$ cat src/rtl/core/poterm_pkg.sv
`timescale 1ns / 1ps
`default_nettype none
package poterm_pkg;

  localparam int CordicSteps = 16;
  localparam int SqrtSteps = 31;
  localparam logic [31:0] CordicGainInv = 32'd652032874;

  localparam logic [0:0] RegOffsetL = 1'b0;
  localparam logic [0:0] RegOffsetM = 1'b1;

  typedef struct packed {
    logic signed [31:0] dir_l;
    logic signed [31:0] dir_m;
    logic signed [31:0] shift_l;
    logic signed [31:0] shift_m;
    logic signed [31:0] base_u;
    logic signed [31:0] base_v;
    logic signed [31:0] base_w;
  } in_item_t;

  typedef struct packed {
    logic signed [15:0] gain_real;
    logic signed [15:0] gain_imag;
    logic               beyond_horizon;
  } out_item_t;

  // state handed along the square root chain
  typedef struct packed {
    logic [61:0] rem_a;
    logic [61:0] res_a;
    logic [61:0] rem_b;
    logic [61:0] res_b;
    logic [37:0] pv;
    logic        horizon;
    logic signed [31:0] base_w;
  } sqrt_cell_t;

  // state handed along the rotation chain
  typedef struct packed {
    logic signed [33:0] x;
    logic signed [33:0] y;
    logic signed [33:0] z;
    logic [1:0]         quad;
    logic               horizon;
  } rot_cell_t;

  function automatic logic signed [33:0] turn_atan(input int i);
    logic signed [33:0] r;
    begin
      case (i)
        0: r = 34'sd536870912;
        1: r = 34'sd316933406;
        2: r = 34'sd167458907;
        3: r = 34'sd85004756;
        4: r = 34'sd42667331;
        5: r = 34'sd21354465;
        6: r = 34'sd10679838;
        7: r = 34'sd5340245;
        8: r = 34'sd2670163;
        9: r = 34'sd1335087;
        10: r = 34'sd667544;
        11: r = 34'sd333772;
        12: r = 34'sd166886;
        13: r = 34'sd83443;
        14: r = 34'sd41722;
        default: r = 34'sd20861;
      endcase
      return r;
    end
  endfunction

endpackage
`default_nettype wire

$ cat src/rtl/core/poterm_sqrt_cell.sv
`timescale 1ns / 1ps
`default_nettype none
module poterm_sqrt_cell #(
  parameter int Step = 0
) (
  input  wire                      clk,
  input  wire                      en,
  input  wire poterm_pkg::sqrt_cell_t din,
  output poterm_pkg::sqrt_cell_t   dout
);
  localparam logic [61:0] Bit = 62'd1 << (60 - 2 * Step);

  poterm_pkg::sqrt_cell_t nxt;

  always_comb begin
    nxt = din;
    if (din.rem_a >= din.res_a + Bit) begin
      nxt.rem_a = din.rem_a - (din.res_a + Bit);
      nxt.res_a = (din.res_a >> 1) + Bit;
    end else begin
      nxt.res_a = din.res_a >> 1;
    end
    if (din.rem_b >= din.res_b + Bit) begin
      nxt.rem_b = din.rem_b - (din.res_b + Bit);
      nxt.res_b = (din.res_b >> 1) + Bit;
    end else begin
      nxt.res_b = din.res_b >> 1;
    end
  end

  always_ff @(posedge clk) begin
    if (en) begin
      dout <= nxt;
    end
  end
endmodule
`default_nettype wire

$ cat config.mk
export PLATFORM = sky130hd
export DESIGN_NAME = poterm_sqrt_cell
export DESIGN_NICKNAME = d
export VERILOG_FILES = /design/src/rtl/core/poterm_pkg.sv /design/src/rtl/core/poterm_sqrt_cell.sv
export SDC_FILE = /design/constraint.sdc
export NUM_CORES = 1
export LEC_CHECK = 0
export BUFFER_PORTS_ARGS = -buffer_cell sky130_fd_sc_hd__buf_2
export CORE_MARGIN = 10
export CORE_UTILIZATION = 30
export CTS_CLUSTER_DIAMETER = 50
export DETAILED_ROUTE_END_ITERATION = 8
export SETUP_SLACK_MARGIN = 0.3
export SKIP_CTS_REPAIR_TIMING = 1
export SLEW_MARGIN = 5
export SYNTH_ARGS = -nofsm -noshare
export SYNTH_HDL_FRONTEND = slang
export SYNTH_SLANG_ARGS = --single-unit
$ cat constraint.sdc
create_clock -name clk -period 7.07 [get_ports clk]
set_input_delay 0 -clock clk [delete_from_list [all_inputs] [get_ports clk]]
set_output_delay 0 -clock clk [all_outputs]
set_load 0.01 [all_outputs]
# Word-level counts from Yosys, hierarchy flattened
# Cells that the tools add are included.
[op_classes]
n_eq_ne = 0
bitwise = 0
n_mul = 0
shift = 0
mux = 4
reduce_logical = 0
order_cmp = 2
n_addsub = 6
div = 0
[ops]
columns = ["op", "count"]
rows = [
  ["$add 61x61->62 const B", 2],
  ["$add 62x61->62 const B", 2],
  ["$ge 62x62->1", 2],
  ["$mux 62", 2],
  ["$sub 62x62->62", 2],
  ["$mux 61", 2],
]
[totals]
mem_bits_ro = 0
ff_bits = 319
mem_bits_rw = 0
latch_bits = 0
mem_count = 0
output_inout_bits = 319

# Logic depth before layout (Yosys ltp)
[depth]
ltp_word = 3
mapped_depth = 14
ltp_nobuf = 13

# Least setup slack after synthesis
# No wires, ideal clock.
[synth_timing]
kind = "in2reg"
from = "input din[257] in the netlist's numbering"
to = "register dout[313] in the netlist's numbering (data pin)"
arrival_time_ns = 2.501
path_stages = 13
setup_slack_ns = 4.423
setup_time_ns = 0.146
required_ns = 6.924
path_buffers = 0
path_cell_list = "inv_1 > ha_1 > fa_1 > nor2b_1 > o2111a_1 > o211ai_1 > a311oi_2 > o21ai_2 > o41ai_4 > a211oi_2 > o22ai_1 > mux2_2 > a21oi_1"
[synth_lines]
columns = ["element", "line", "source"]
rows = [
  ["from (decl)", "poterm_sqrt_cell.sv:8", "input wire poterm_pkg::sqrt_cell_t din,"],
  ["to (signal assigned)", "poterm_sqrt_cell.sv:33", "dout <= nxt;"],
  ["to (decl)", "poterm_sqrt_cell.sv:9", "output poterm_pkg::sqrt_cell_t dout"],
]

==> results_dict.tcl <==
set metrics [dict create \
    ys_seq_elements 319 \
    wl_per_cell_um 20.7 \
    setup_ws_ns 2.86 \
    cp_slowest_cell "dlygate4sd3_1" \
    nNetsFinal 3162 \
    hold_viol_final 0 \
    via_per_inst 4.91 \
    ys_seq_area_share_pct 50.4 \
    async_flop_share_pct 0 \
    synth_edf_count 319 \
    crit_path_frequent_cell "dlygate4sd3_1" \
    criticalPathCategory "input port to flip-flop" \
    largest_register_ffs 319 \
    arrival_ns 4.54 \
    critPathCaptureType "flip-flop" \
    avgSynthCellArea_sq_um 10.7 \
    place_ws_ns 2.98 \
    ys_warn_count 0 \
    reg_top3 "dout (319)" \
    ys.flop_type "edfxtp_1" \
    vdd_drop_max_mv 0.163 \
    cts_tree "done" \
    firstDrtPassIters 6 \
    synth.distinct_cells 77 \
    drive_above_1_share_pct 28.0 \
    rsz0062_at_grt "false" \
    tightest_slew_ns 1.06 \
    syn_inst 1775 \
    drtIter0Drc 1101 \
    slew_viol_final 0 \
    coreArea_sq_um 62900 \
    fmax_mhz 238 \
    cts.sinks 319 \
    setup.worst_path.start_class "input port" \
    comb_power_share_pct 26.1 \
    max_flop_register "dout" \
    clkSlewWorstSetupHoldPaths_ns 0.06 \
    start_util_pct 30.2 \
    p_clk_share_pct 36.5 \
    place.gp.congestion 0.904 \
    drcViolationCount 0 \
    syn_nets 2222 \
    grt_pass1_vias 17100 \
    clock_path_buffers 3 \
    switching_power_mw 1.97 \
    relSlewSlack_pct 29.3 \
    path_cells "dlygate4sd3_1 > buf_2 > inv_1 > ha_1 > nand2_1 > nor2_1 > nand4_1 > or4_1 > nor4_1 > a221oi_2 > o31ai_4 > buf_4 > a21oi_1 > dlygate4sd3_1" \
    fin_crit_sh_pct 59.6 \
    p_int_mw 4.47 \
    hpwl_mm 57.7 \
    ios 640 \
    grt_pass1_wl_mm 105 \
    setup_viol 0 \
    powerDensity_nw_per_um2 233 \
    power_mw 6.45 \
    fill_cells 5981 \
    drv_cap 0 \
    required_ns 7.40 \
    port_buffers 639 \
    hold_end "dout[258]" \
    rows 92 \
    min_period_ns 4.21 \
    cts-root-buf "clkbuf_16" \
    cts_inserted_buffers 47 \
    hold_class "input port to flip-flop" \
    antenna_found_initial 6 \
    dieArea_sq_um 73800 \
    track_usage_pct 18.1 \
    layout-area-overhead-vs-synth_pct 45.8 \
    dieWidth_um 272 \
    die_h_um 272 \
    p_sw_share_pct 30.6 \
    holdPathStages 4 \
    hold_ws_ns 0.121 \
    ctsHtreeMaxLevel 2 \
    setup_tns_ns 0 \
    grt_max_degree 146 \
    pwr-share-seq_pct 37.4 \
    synth_area_sq_um 19000 \
    path_max_fanout 57 \
    outcome "finished, final reports clean" \
    vias 17700 \
    drt_wl_total_mm 74.7 \
    postRouteAntennaNets 0 \
    leakage_nw 12.3 \
    worst_path_largest_cell_delay_ns 0.62 \
    overflow 0 \
    min-delay-start "din[195]" \
]
[power groups by stage]
stage / clock, mW / combinational [mW] / sequential (mW)
after floorplan: 0 / 0.804 / 2.55
after global placement: 0 / 1.51 / 2.44
after detailed placement: 0 / 1.52 / 2.45
after CTS: 2.42 / 1.53 / 2.41
after global routing: 2.50 / 1.83 / 2.43
final: 2.35 / 1.68 / 2.41
[worst max-delay path: cells and delay by family]
| family | cells | cell delay [ns] |
|---|---|---|
| AO/OA/AOI/OAI | 3 | 0.46 |
| adder cells (fa/ha/maj) | 1 | 0.39 |
| buffers and inverters | 5 | 2.02 |
| AND/OR/NAND/NOR | 5 | 1.63 |
[worst max path at each step]
| stage | from | endpoint | slack, ns | depth (start not counted) |
|---|---|---|---|---|
| 2_1_floorplan | din[257] | dout[313] | 4.42 | 13 |
| 3_3_place_gp | din[257] | dout[273] | 3.04 | 12 |
| 3_5_place_dp | din[257] | dout[261] | 2.98 | 12 |
| 4_1_cts | din[257] | dout[269] | 3.58 | 12 |
| 5_1_grt | din[101] | dout[133] | 2.60 | 14 |
| 6_report | din[101] | dout[133] | 2.86 | 14 |
[cell type report]
type / instances / area [sq um] / share of cell area, %
clock buffers: 55 / 1230 / 4.43
flip-flops and latches: 319 / 9580 / 34.6
repair buffers: 964 / 6460 / 23.3
clock inverters: 30 / 345 / 1.25
diodes: 4 / 10.0 / 0.0361
multi-input cells: 1228 / 8430 / 30.5
inverters: 155 / 582 / 2.10
well taps: 846 / 1060 / 3.82
[layout by cell type, fill, tap and decap left out, types with 6 or more instances in the layout]
cell type / netlist / final
a211oi_1: 8 / 8
a21boi_0: 9 / 9
a21o_1: 84 / 84
a21oi_1: 227 / 227
a31oi_1: 15 / 15
a41oi_1: 6 / 6
and2_1: 19 / 19
and3_1: 12 / 12
buf_2: 32 / 638
clkbuf_1: 27 / 7
clkbuf_16: 0 / 48
dlygate4sd3_1: 0 / 320
edfxtp_1: 319 / 319
ha_1: 124 / 124
inv_1: 155 / 155
inv_6: 0 / 6
mux2_1: 10 / 10
mux2_4: 16 / 16
nand2_1: 102 / 102
nand3_1: 25 / 25
nand4_1: 39 / 39
nor2_1: 161 / 161
nor2b_1: 16 / 16
nor3_1: 13 / 13
o211ai_1: 10 / 10
o21a_1: 21 / 21
o21ai_0: 60 / 60
o21ai_1: 12 / 12
o21bai_1: 23 / 23
o31ai_1: 9 / 9
xnor2_1: 76 / 76
xor2_1: 38 / 38
[metrics by stage]
stage / utilization [%] / cells / instance area (sq um)
2_1_floorplan: - / 1775 / 19000
3_3_place_gp: 36.5 / 3192 / 22900
3_5_place_dp: 36.5 / 3192 / 22900
4_1_cts: 39.0 / 3277 / 24500
5_1_grt: 44.1 / 3599 / 27700
6_report: 44.1 / 3601 / 27700
[metal layers]
metal  GRT usage, %  wire length, um
met1           19.4            27900
met2           33.6            39400
met3           5.79             5550
met4           4.85             1810
met5              0               39
[synthesized netlist by cell type, types with 12 or more instances]
cell	instances	area, sq um
buf_2	32	160
nor2_1	161	604
o21bai_1	23	173
mux2_4	16	240
o21a_1	21	158
ha_1	124	1550
xnor2_1	76	666
nand2_1	102	383
nor2b_1	16	100
and2_1	19	119
nor3_1	13	65.1
buf_6	13	146
inv_1	155	582
a21o_1	84	631
xor2_1	38	333
clkbuf_1	27	101
a31oi_1	15	93.8
and3_1	12	75.1
nand4_1	39	244
a21oi_1	227	1140
edfxtp_1	319	9580
o21ai_0	60	300
o21ai_1	12	60.1
nand3_1	25	125
[cell families (layout without fill, tap and decap cells)]
family          count (synthesis)  after routing  synth area share [%]
compound gates                539            539                  18.3
flops                         319            319                  50.4
other cells                     0              4                     0
buf+inv                       228           1204                  5.24
fa+ha+maj                     126            126                  8.38
xor+xnor                      114            114                  5.26
mux                            30             30                  2.08
simple gates                  419            419                  10.3
No activity file was read; power rests on OpenSTA's default activity.
