### src/rtl/core/poterm_pkg.sv
`timescale 1ns / 1ps
`default_nettype none
package poterm_pkg;

  localparam int CordicSteps = 16;
  localparam int SqrtSteps = 31;
  localparam logic [31:0] CordicGainInv = 32'd652032874;

  localparam logic [0:0] RegOffsetL = 1'b0;
  localparam logic [0:0] RegOffsetM = 1'b1;

  typedef struct packed {
    logic signed [31:0] dir_l;
    logic signed [31:0] dir_m;
    logic signed [31:0] shift_l;
    logic signed [31:0] shift_m;
    logic signed [31:0] base_u;
    logic signed [31:0] base_v;
    logic signed [31:0] base_w;
  } in_item_t;

  typedef struct packed {
    logic signed [15:0] gain_real;
    logic signed [15:0] gain_imag;
    logic               beyond_horizon;
  } out_item_t;

  // state handed along the square root chain
  typedef struct packed {
    logic [61:0] rem_a;
    logic [61:0] res_a;
    logic [61:0] rem_b;
    logic [61:0] res_b;
    logic [37:0] pv;
    logic        horizon;
    logic signed [31:0] base_w;
  } sqrt_cell_t;

  // state handed along the rotation chain
  typedef struct packed {
    logic signed [33:0] x;
    logic signed [33:0] y;
    logic signed [33:0] z;
    logic [1:0]         quad;
    logic               horizon;
  } rot_cell_t;

  function automatic logic signed [33:0] turn_atan(input int i);
    logic signed [33:0] r;
    begin
      case (i)
        0: r = 34'sd536870912;
        1: r = 34'sd316933406;
        2: r = 34'sd167458907;
        3: r = 34'sd85004756;
        4: r = 34'sd42667331;
        5: r = 34'sd21354465;
        6: r = 34'sd10679838;
        7: r = 34'sd5340245;
        8: r = 34'sd2670163;
        9: r = 34'sd1335087;
        10: r = 34'sd667544;
        11: r = 34'sd333772;
        12: r = 34'sd166886;
        13: r = 34'sd83443;
        14: r = 34'sd41722;
        default: r = 34'sd20861;
      endcase
      return r;
    end
  endfunction

endpackage
`default_nettype wire

### src/rtl/core/poterm_rot_cell.sv
`timescale 1ns / 1ps
`default_nettype none
module poterm_rot_cell #(
  parameter int Step = 0
) (
  input  wire                     clk,
  input  wire                     en,
  input  wire poterm_pkg::rot_cell_t din,
  output poterm_pkg::rot_cell_t   dout
);
  poterm_pkg::rot_cell_t nxt;
  logic signed [33:0] xs;
  logic signed [33:0] ys;

  always_comb begin
    xs = din.x >>> Step;
    ys = din.y >>> Step;
    nxt = din;
    if (!din.z[33]) begin
      nxt.x = din.x - ys;
      nxt.y = din.y + xs;
      nxt.z = din.z - poterm_pkg::turn_atan(Step);
    end else begin
      nxt.x = din.x + ys;
      nxt.y = din.y - xs;
      nxt.z = din.z + poterm_pkg::turn_atan(Step);
    end
  end

  always_ff @(posedge clk) begin
    if (en) begin
      dout <= nxt;
    end
  end
endmodule
`default_nettype wire
### config.mk
export PLATFORM = sky130hd
export DESIGN_NAME = poterm_rot_cell
export DESIGN_NICKNAME = d
export VERILOG_FILES = /design/src/rtl/core/poterm_pkg.sv /design/src/rtl/core/poterm_rot_cell.sv
export SDC_FILE = /design/constraint.sdc
export NUM_CORES = 1
export LEC_CHECK = 0
export BUFFER_PORTS_ARGS = -buffer_cell sky130_fd_sc_hd__buf_2
export CELL_PAD_IN_SITES_DETAIL_PLACEMENT = 0
export CELL_PAD_IN_SITES_GLOBAL_PLACEMENT = 2
export CORE_MARGIN = 10
export CORE_UTILIZATION = 33
export CTS_CLUSTER_SIZE = 20
export DETAILED_ROUTE_END_ITERATION = 10
export PLACE_DENSITY_LB_ADDON = 0.1
export SYNTH_ARGS = -nofsm -noshare
export SYNTH_HDL_FRONTEND = slang
export SYNTH_SLANG_ARGS = --single-unit
### constraint.sdc
create_clock -name clk -period 3.7 [get_ports clk]
set_input_delay 0.37 -clock clk [delete_from_list [all_inputs] [get_ports clk]]
set_output_delay 0.37 -clock clk [all_outputs]
set_load 0.005 [all_outputs]
# Yosys cells after proc, flatten, opt, wreduce, memory -nomap -nowiden
# Index checks and enable logic that the tools add are counted.
dict set report totals {
  regBits 105
  inputBits 107
  out_inout_bits 105
  wordCells 11
}
dict set report classes {
  addsub 5
  mux 1
}
# op count
set ops {}
lappend ops {{$mux W102} 1}
lappend ops {{$sub A34 B34 Y34} 2}
lappend ops {{$add A34 B31 Y34 const B} 1}
lappend ops {{$add A34 B34 Y34} 1}
lappend ops {{$sub A34 B31 Y34 const B} 1}

# Logic depth before layout (Yosys ltp)
# Gate-level depths: netlist of the first run.
dict set report logic_depth {
  word_depth 2
  mapped_depth 13
  ltp_nobuf 13
}

# Worst setup path before layout of the first run
# OpenSTA, ideal clock, no wires.
dict set report synth_path {
  kind {input port to flip-flop}
  from {in din[37] in the netlist's numbering}
  to {reg dout[67] in the netlist's numbering, data pin}
  setup_time_ns 0.267
  arrival_time_ns 2.700
  required_time_ns 3.433
  slack_ns 0.733
  stages 12
  n_path_buf 0
  cell_sequence {ha_1 fa_1 nor2b_1 or3_1 a21oi_1 o21bai_2 a31oi_1 o31ai_2 a31oi_1 o41a_1 o32ai_1 xnor2_1}
}
# item line_no
set synth_rtl {}
lappend synth_rtl {{from (decl)} poterm_rot_cell.sv:8} ;# input wire poterm_pkg::rot_cell_t din,
lappend synth_rtl {{to (signal assigned)} poterm_rot_cell.sv:32} ;# dout <= nxt;
lappend synth_rtl {{to (decl)} poterm_rot_cell.sv:9} ;# output poterm_pkg::rot_cell_t dout

==> impl_summary.md, run 1 <==
Logic synthesis
In the synthesized netlist the dominant register cell turns out to be sky130_fd_sc_hd__edfxtp_1. The share of the Yosys chip area taken by registers is 0.3424. The leading area contributor after synthesis is sky130_fd_sc_hd__edfxtp_1. After synthesis, the mean cell area works out to between 9 and 10 um2.

Synthesis produced a netlist with a net count of 1213. The number of library cell types mapped by synthesis is 80. The fraction of synthesized cell area taken by the top area cell type is 0.3424. The Yosys step of the flow raised 0 warnings. The register bit count reported by yosys is between 100 and 150. The mapped cell area is 0.009120 mm2. The number of flops mapped to enable cells by yosys is 104. The share of flip-flops with an asynchronous set or reset is 0. After technology mapping, the gate count stands at 1000. In the post-synthesis netlist, the biggest area contributors are sky130_fd_sc_hd__edfxtp_1 (34%), sky130_fd_sc_hd__ha_1 (14%), sky130_fd_sc_hd__a21oi_1 (6.5%).

Layout
After the flow finishes, the layout carries non-filler instances totaling around 1600. The top cell types in the final layout, fill and taps aside, are sky130_fd_sc_hd__buf_2 (210), sky130_fd_sc_hd__a21oi_1 (118), sky130_fd_sc_hd__edfxtp_1 (104), sky130_fd_sc_hd__ha_1 (102), sky130_fd_sc_hd__nor2_1 (99). The most flop-heavy register is dout.

The layout has 2769 filler cells. The utilization after layout is 0.4228. The register with the most flip-flops in the layout has around 100 of them.

Of the cells placed in the final design, the portion with a size suffix greater than 1 is 0.2729. The most common cell after layout, fill and taps aside is sky130_fd_sc_hd__buf_2. The largest registers in the layout are dout x104. Relative to the synthesized area, the layout overhead comes to 25.63%. At the end of the flow, the number of nets in the layout was approximately 1500.

The number of antenna diodes is 0.

CTS
The TritonCTS clock tree is yes. The cell sitting at the root of the clock tree is a sky130_fd_sc_hd__clkbuf_16. The number of gates resized after CTS was 0. After clock tree synthesis, the setup repair step added 0 buffers. The hold buffer count at cts is 0. Buffers inserted during clock tree synthesis total 9.

CTS saw approximately 100 sinks. The level count of the clock H-tree is 3. The longest clock path from root to sink contains 2 buffers. The clock-pin slew of the registers on the worst-case setup and hold paths is 90 ps.

Route
The average routed wire per standard cell is 19.34 um. The total number of vias is roughly 8300. The number of vias per cell after detailed routing is 5.058. The residual DRC count is 0. The first detailed-routing pass took 5 iterations. In this run, the number of DRC markers left after iteration 0 of detailed routing was 619. The total wire length after detailed routing is 31850 um. The post-route antenna net violation count is 0.

Worst hold path
The tightest min-delay check is of the in -> reg type.

Critical path
The endpoint arrival time on the critical path is 3410 ps. For the worst setup path, the data required time is roughly 3800 ps. The kind of start point of the critical path is an input port.

Along the worst path, the maximum fanout reaches 7. The critical path goes through buf_2 > inv_1 > ha_1 > and2_1 > a221oi_2 > o221a_2 > o31ai_1 > buf_4 > a211oi_1 > o221ai_1 > a21oi_1 > buf_4 > nor2_1 > a21oi_1 > xnor2_1. The cell family contributing the most delay on the critical path is compound AO/OA/AOI/OAI gates.

The critical-path cell with the highest stage delay is sky130_fd_sc_hd__a21oi_1. The category of the most critical setup path is in -> reg. The largest stage delay on the critical path is 520 ps.

The number of buffers and inverters on the critical path is 4. STA classifies the critical path endpoint as a register.

STA
The total count of hold-check failures in the final report is 0. Setup violations remaining at the end of the flow were counted as 0. Derived from the worst setup path, the maximum achievable clock frequency is 303.4 MHz. Setup repair after global routing left no endpoint under its margin. The actual transition at the worst max-transition pin is 877.7 ps. Final hold analysis gives a worst-case slack of 178.0 ps.

The relative slew slack is 0.4148. Subtracting the final worst setup slack from the clock period gives 3296 ps. The final period utilization is 0.8909. The final number of max-transition violations is 0.

Place
The wire-length estimate of the detail-placed layout is about 26000 um. The instance count after placement with tap cells included is approximately 1600. The count of buffers inserted at the top-level ports is 211. The weighted congestion at the end of routability-driven global placement is 0.8574.

Floorplanning
The horizontal die dimension is 186.2 um. The cell row count is 60. The die covers 0.03469 mm2.

The standard cell core area is 0.02710 mm2. Measured along the y axis, the die boundary spans between 150 and 200 um. For this configuration, the core starts out at a cell density of 0.3365.

The I/O pin total is 212.

Global routing
For this run the aggregate overflow at the end of global routing stands at 0. The aggregate global-route resource usage is 0.1790. Entering global routing, the biggest net connects 64 pins. The first global-routing pass estimated approximately 48000 um of wire.

The initial antenna violation count is 0. The number of global-route vias before repair is 8341.

Outcome
The run finished with clean final reports.

Power and ir drop
Summed over all cells, the static leakage comes to 0.005114 uW. The total power per unit cell area is around 360 mW/mm2. The worst-case IR drop observed on VDD is 0.0001839 V.

Run
The number of max-cap violations is 0.
## routing by layer
layer  share of wire  GRT usage
met4           0.013    0.04095
met2            0.46     0.2982
met3           0.066    0.02561
met5               0          0
met1            0.46     0.2395
## kinds of logic after synthesis
kind of cell    share of synthesized area
xor+xnor                          0.06626
compound gates                     0.2347
simple gates                       0.1229
buf+inv                           0.06736
flops                              0.3424
fa+ha+maj                          0.1487
mux                               0.01756
## Yosys cell counts (6+ instances only)
| cell type | count |
|---|---|
| sky130_fd_sc_hd__clkbuf_1 | 20 |
| sky130_fd_sc_hd__o31a_1 | 6 |
| sky130_fd_sc_hd__o31ai_1 | 10 |
| sky130_fd_sc_hd__buf_1 | 12 |
| sky130_fd_sc_hd__xnor2_1 | 65 |
| sky130_fd_sc_hd__nor3_1 | 23 |
| sky130_fd_sc_hd__nor2_1 | 99 |
| sky130_fd_sc_hd__edfxtp_1 | 104 |
| sky130_fd_sc_hd__buf_4 | 6 |
| sky130_fd_sc_hd__nand3_1 | 11 |
| sky130_fd_sc_hd__buf_2 | 6 |
| sky130_fd_sc_hd__clkinv_1 | 6 |
| sky130_fd_sc_hd__a21oi_1 | 118 |
| sky130_fd_sc_hd__a21o_1 | 21 |
| sky130_fd_sc_hd__nand4_1 | 10 |
| sky130_fd_sc_hd__o211ai_1 | 6 |
| sky130_fd_sc_hd__ha_1 | 102 |
| sky130_fd_sc_hd__nand2b_1 | 8 |
| sky130_fd_sc_hd__a211oi_1 | 6 |
| sky130_fd_sc_hd__inv_1 | 96 |
| sky130_fd_sc_hd__o21ai_0 | 50 |
| sky130_fd_sc_hd__o21a_1 | 11 |
| sky130_fd_sc_hd__nand2_1 | 43 |
| sky130_fd_sc_hd__o21bai_1 | 22 |
| sky130_fd_sc_hd__nor2b_1 | 11 |
| sky130_fd_sc_hd__mux2i_1 | 16 |
## area by class of cell
class                   count  area (um2)  share of cell area
clock buffers               9       225.2             0.01966
clock inverters             7       85.08            0.007426
inverters                 103       391.6             0.03418
multi-input cells         746        5383              0.4698
flip-flops and latches    104        3123              0.2726
well taps                 372       465.4             0.04062
repair buffers            306        1784              0.1557
## metrics by stage
stage	power, uW	setup WS (ps)	cell area, um2	TNS [ps]
after global routing	4410	159.6	11460	0
after CTS	4205	392.0	11460	0
after detailed placement	3153	2.629	11150	0
final	4156	403.8	11460	0
after floorplan	2446	733.2	9120	0
after global placement	3158	-0.7223	11150	-0.7223
## where the power goes
group / total, uW / leakage (uW) / switching (uW) / internal, uW
registers: 1560 / 0.00102 / 43.2 / 1520
logic: 1560 / 0.00395 / 893 / 671
clock network: 1030 / 0.000147 / 548 / 486
## worst paths after layout
path                  cells after the start                  to  slack (ps)     from
worst max-delay path                     15  dout[96]$_DFFE_PP_         400  din[45]
worst min-delay path                      1  dout[28]$_DFFE_PP_         180  din[28]
Note: power is estimated with default switching activity, not from simulation.
==> run 2, diff against run 1 <==
Settings changed: BUFFER_PORTS_ARGS -buffer_cell sky130_fd_sc_hd__buf_2 to unset, CORE_UTILIZATION 33 to 39, DONT_BUFFER_PORTS set to 1.
==> run 2 against run 1 <==
  * Sequential cell count unchanged
  * Clock power about the same
  * Total power fell by 7.2%
  * Routed wire length fell by 5.7%
  * Non-clock buffer count fell by 259
  * Count of clock-buffer cells in the layout unchanged
  * Critical path type unchanged
==> impl_summary.md, run 2 (synthesis results as in run 1) <==
Outcome
The run finished with clean final reports.

Critical path
The required time at the worst-slack endpoint came to 3790 ps (-20 ps). The maximum fanout along the worst path was 11 (+4). The slowest stage of the critical path belongs to the cell sky130_fd_sc_hd__o31ai_1. The largest stage delay on the critical path is 680 ps (+160 ps).

The cell seen most often among critical-path stages is sky130_fd_sc_hd__o21ai_0. The category of the most critical setup path is in -> reg. The endpoint arrival time on the critical path was 3510 ps (+100 ps). Walking the worst path, the cells encountered are inv_1 > ha_1 > o21ai_0 > nor2_1 > o21ai_0 > o31ai_1 > a211oi_1 > o221ai_1 > a21oi_1 > or3_1 > a32o_1 > xnor2_1. STA classifies the critical path endpoint as a register.

STA classifies the critical path startpoint as an input port.

STA
The setup violation total in the final timing report came to 0 (unchanged). The total count of hold-check failures in the final report is 0 (unchanged). The highest achievable clock rate is 292.7 MHz (-3.5%).

The final number of max-transition violations was 0 (unchanged). The relative slew slack is 0.4956 (+0.08074). Setup repair after global routing left no endpoint under its margin. The actual transition at the worst max-transition pin is 752.0 ps (-125.8 ps). The final critical path time including I/O delays and setup was 3417 ps (+120.5 ps). The final period utilization is 0.9234 (+0.03256).

Route
The post-route antenna net violation count is 0 (unchanged). The violation count after the first detailed-route iteration is 664 (+7.3%). The first-pass iteration count of the detailed router was 6 (+1). The average routed wire per standard cell is 22.60 um (+17%). The total wire length after detailed routing is 30040 um (-5.7%). The number of vias per cell after detailed routing is 5.623 (+11%). The residual DRC count is 0 (unchanged). The total number of vias is 7473 (-10%).

Layout
The number of flip-flops under the largest register name was 104 (unchanged). The number of antenna diodes came to 0 (unchanged). The post-layout net count was 1224 (-17%). The most common cell after layout, fill and taps aside is sky130_fd_sc_hd__a21oi_1. The most flop-heavy register is dout. The largest registers in the layout are dout x104.

The number of filler cells placed in the layout is 2300 (-17%). The count of placed standard cells in the final layout, fillers left out is 1329 (-19%). The share of final-layout standard cells stronger than drive strength 1 was 0.08760 (-0.1853). The area used by sequential logic in the layout is 0.003123 mm2 (unchanged). In the layout the commonest cells are sky130_fd_sc_hd__a21oi_1 (118), sky130_fd_sc_hd__edfxtp_1 (104), sky130_fd_sc_hd__ha_1 (102), sky130_fd_sc_hd__nor2_1 (99), sky130_fd_sc_hd__inv_1 (95).

From synthesis to final layout, the design area changed by 9.247%. The multi-input gate area in the final layout came to 0.005383 mm2 (unchanged).

Power and ir drop
The maximum vdd ir drop was 0.0002716 V (+48%). The leakage power total was 0.004051 uW (-21%). The total power per unit cell area is 387.1 mW/mm2 (+6.7%).

The total power consumption of the routed design came to 3857 uW (-7.2%).

Place
The half-perimeter wire length after detailed placement is 24130 um (-6.3%). The count of buffers inserted at the top-level ports is 0 (-100%). The weighted congestion at the end of routability-driven global placement came to 0.8680 (+1.2%).

The instance count after placement with tap cells included came to 1313 (-19%).

Floorplanning
The vertical die dimension is 172.9 um (-7.2%). The initial standard-cell utilization of the core came to 0.3992 (+0.06266). The I/O pin total is 212 (unchanged). The horizontal die dimension is 172.9 um (-7.2%). The standard cell core area came to 0.02285 mm2 (-16%). The floorplan die area was 0.02990 mm2 (-14%). The cell row count is 55 (-8.3%).

Global routing
The final global-route overflow total was 0 (unchanged). The global-route wire length before repair came to 45930 um (-5.1%). The number of global-route vias before repair is 7487 (-10%). The aggregate global-route resource usage came to 0.1940 (+0.01500). The initial antenna violation count is 0 (unchanged). The pin count of the biggest net entering global routing came to 105 (+64%).

CTS
The deepest clock path buffer count came to 2 (unchanged). The total clock buffers created by CTS came to 9 (unchanged). The clock-pin slew of the registers on the worst-case setup and hold paths was 70 ps (-20 ps). The number of sinks on the clock net is 104 (unchanged).

The tree is rooted in a sky130_fd_sc_hd__clkbuf_16. The level count of the clock H-tree is 3 (unchanged). The total setup buffers inserted after CTS is 0 (unchanged). TritonCTS built the clock tree.

The hold buffer count at cts is 0 (unchanged). The number of gates given a new drive strength after cts is 0 (unchanged).

Run
The number of max-cap violations is 0 (unchanged).

Worst hold path
The min-delay analysis places its worst path in the category in -> reg.
-- run 2: changes by cell type in the layout (fill, tap and decap cells not counted), sizes merged --
| cell | change |
|---|---|
| inv | -1 |
| buf | -259 |
| bufinv | +1 |
-- run 2: area by class of cell --
type                            instances  area share
Timing Repair Buffer                   47     0.03541
Sequential cell                       104      0.3135
Tap cell                              313     0.03931
Multi-Input combinational cell        746      0.5402
Clock inverter                          7    0.009670
Clock buffer                            9     0.02260
Inverter                              103     0.03931
-- run 2: where the power goes --
| part | switching (uW) | internal, uW |
|---|---|---|
| Clock | 499 | 548 |
| Sequential | 110 | 1520 |
| Combinational | 706 | 471 |
-- run 2: per-layer routing --
layer,vias up,global-route usage,share of wire
li1,3600,-,-
met1,3564,0.2566,0.46
met2,270,0.3078,0.45
met3,39,0.04814,0.069
met4,0,0.05426,0.021
met5,-,0,0
-- run 2: critical path, delay by kind of cell --
family / cells / cell delay, ps
AO/OA/AOI/OAI: 7 / 1970
adder cells (fa/ha/maj): 1 / 520
AND/OR/NAND/NOR: 2 / 500
XOR/XNOR: 1 / 120
buffers and inverters: 1 / 20
-- run 2: worst paths after layout --
path | from | end | depth (start not counted) | slack, ps
min | din[25] | dout[25]$_DFFE_PP_ | 0 | 110
max | din[42] | dout[104]$_DFFE_PP_ | 12 | 280
-- run 2: stage by stage --
stage / TNS, ps / utilization / hold slack [ps] / area [um2] / setup slack (ps)
2_1_floorplan: 0 / - / 468.9 / 9120 / 733.2
5_1_grt: 0 / 0.4361 / 84.24 / 9963 / 215.2
3_3_place_gp: 0 / 0.4220 / 469.0 / 9642 / 63.66
3_5_place_dp: -29.51 / 0.4220 / 469.0 / 9642 / -29.51
4_1_cts: 0 / 0.4361 / 96.15 / 9963 / 345.8
6_report: 0 / 0.4361 / 110.9 / 9963 / 283.3
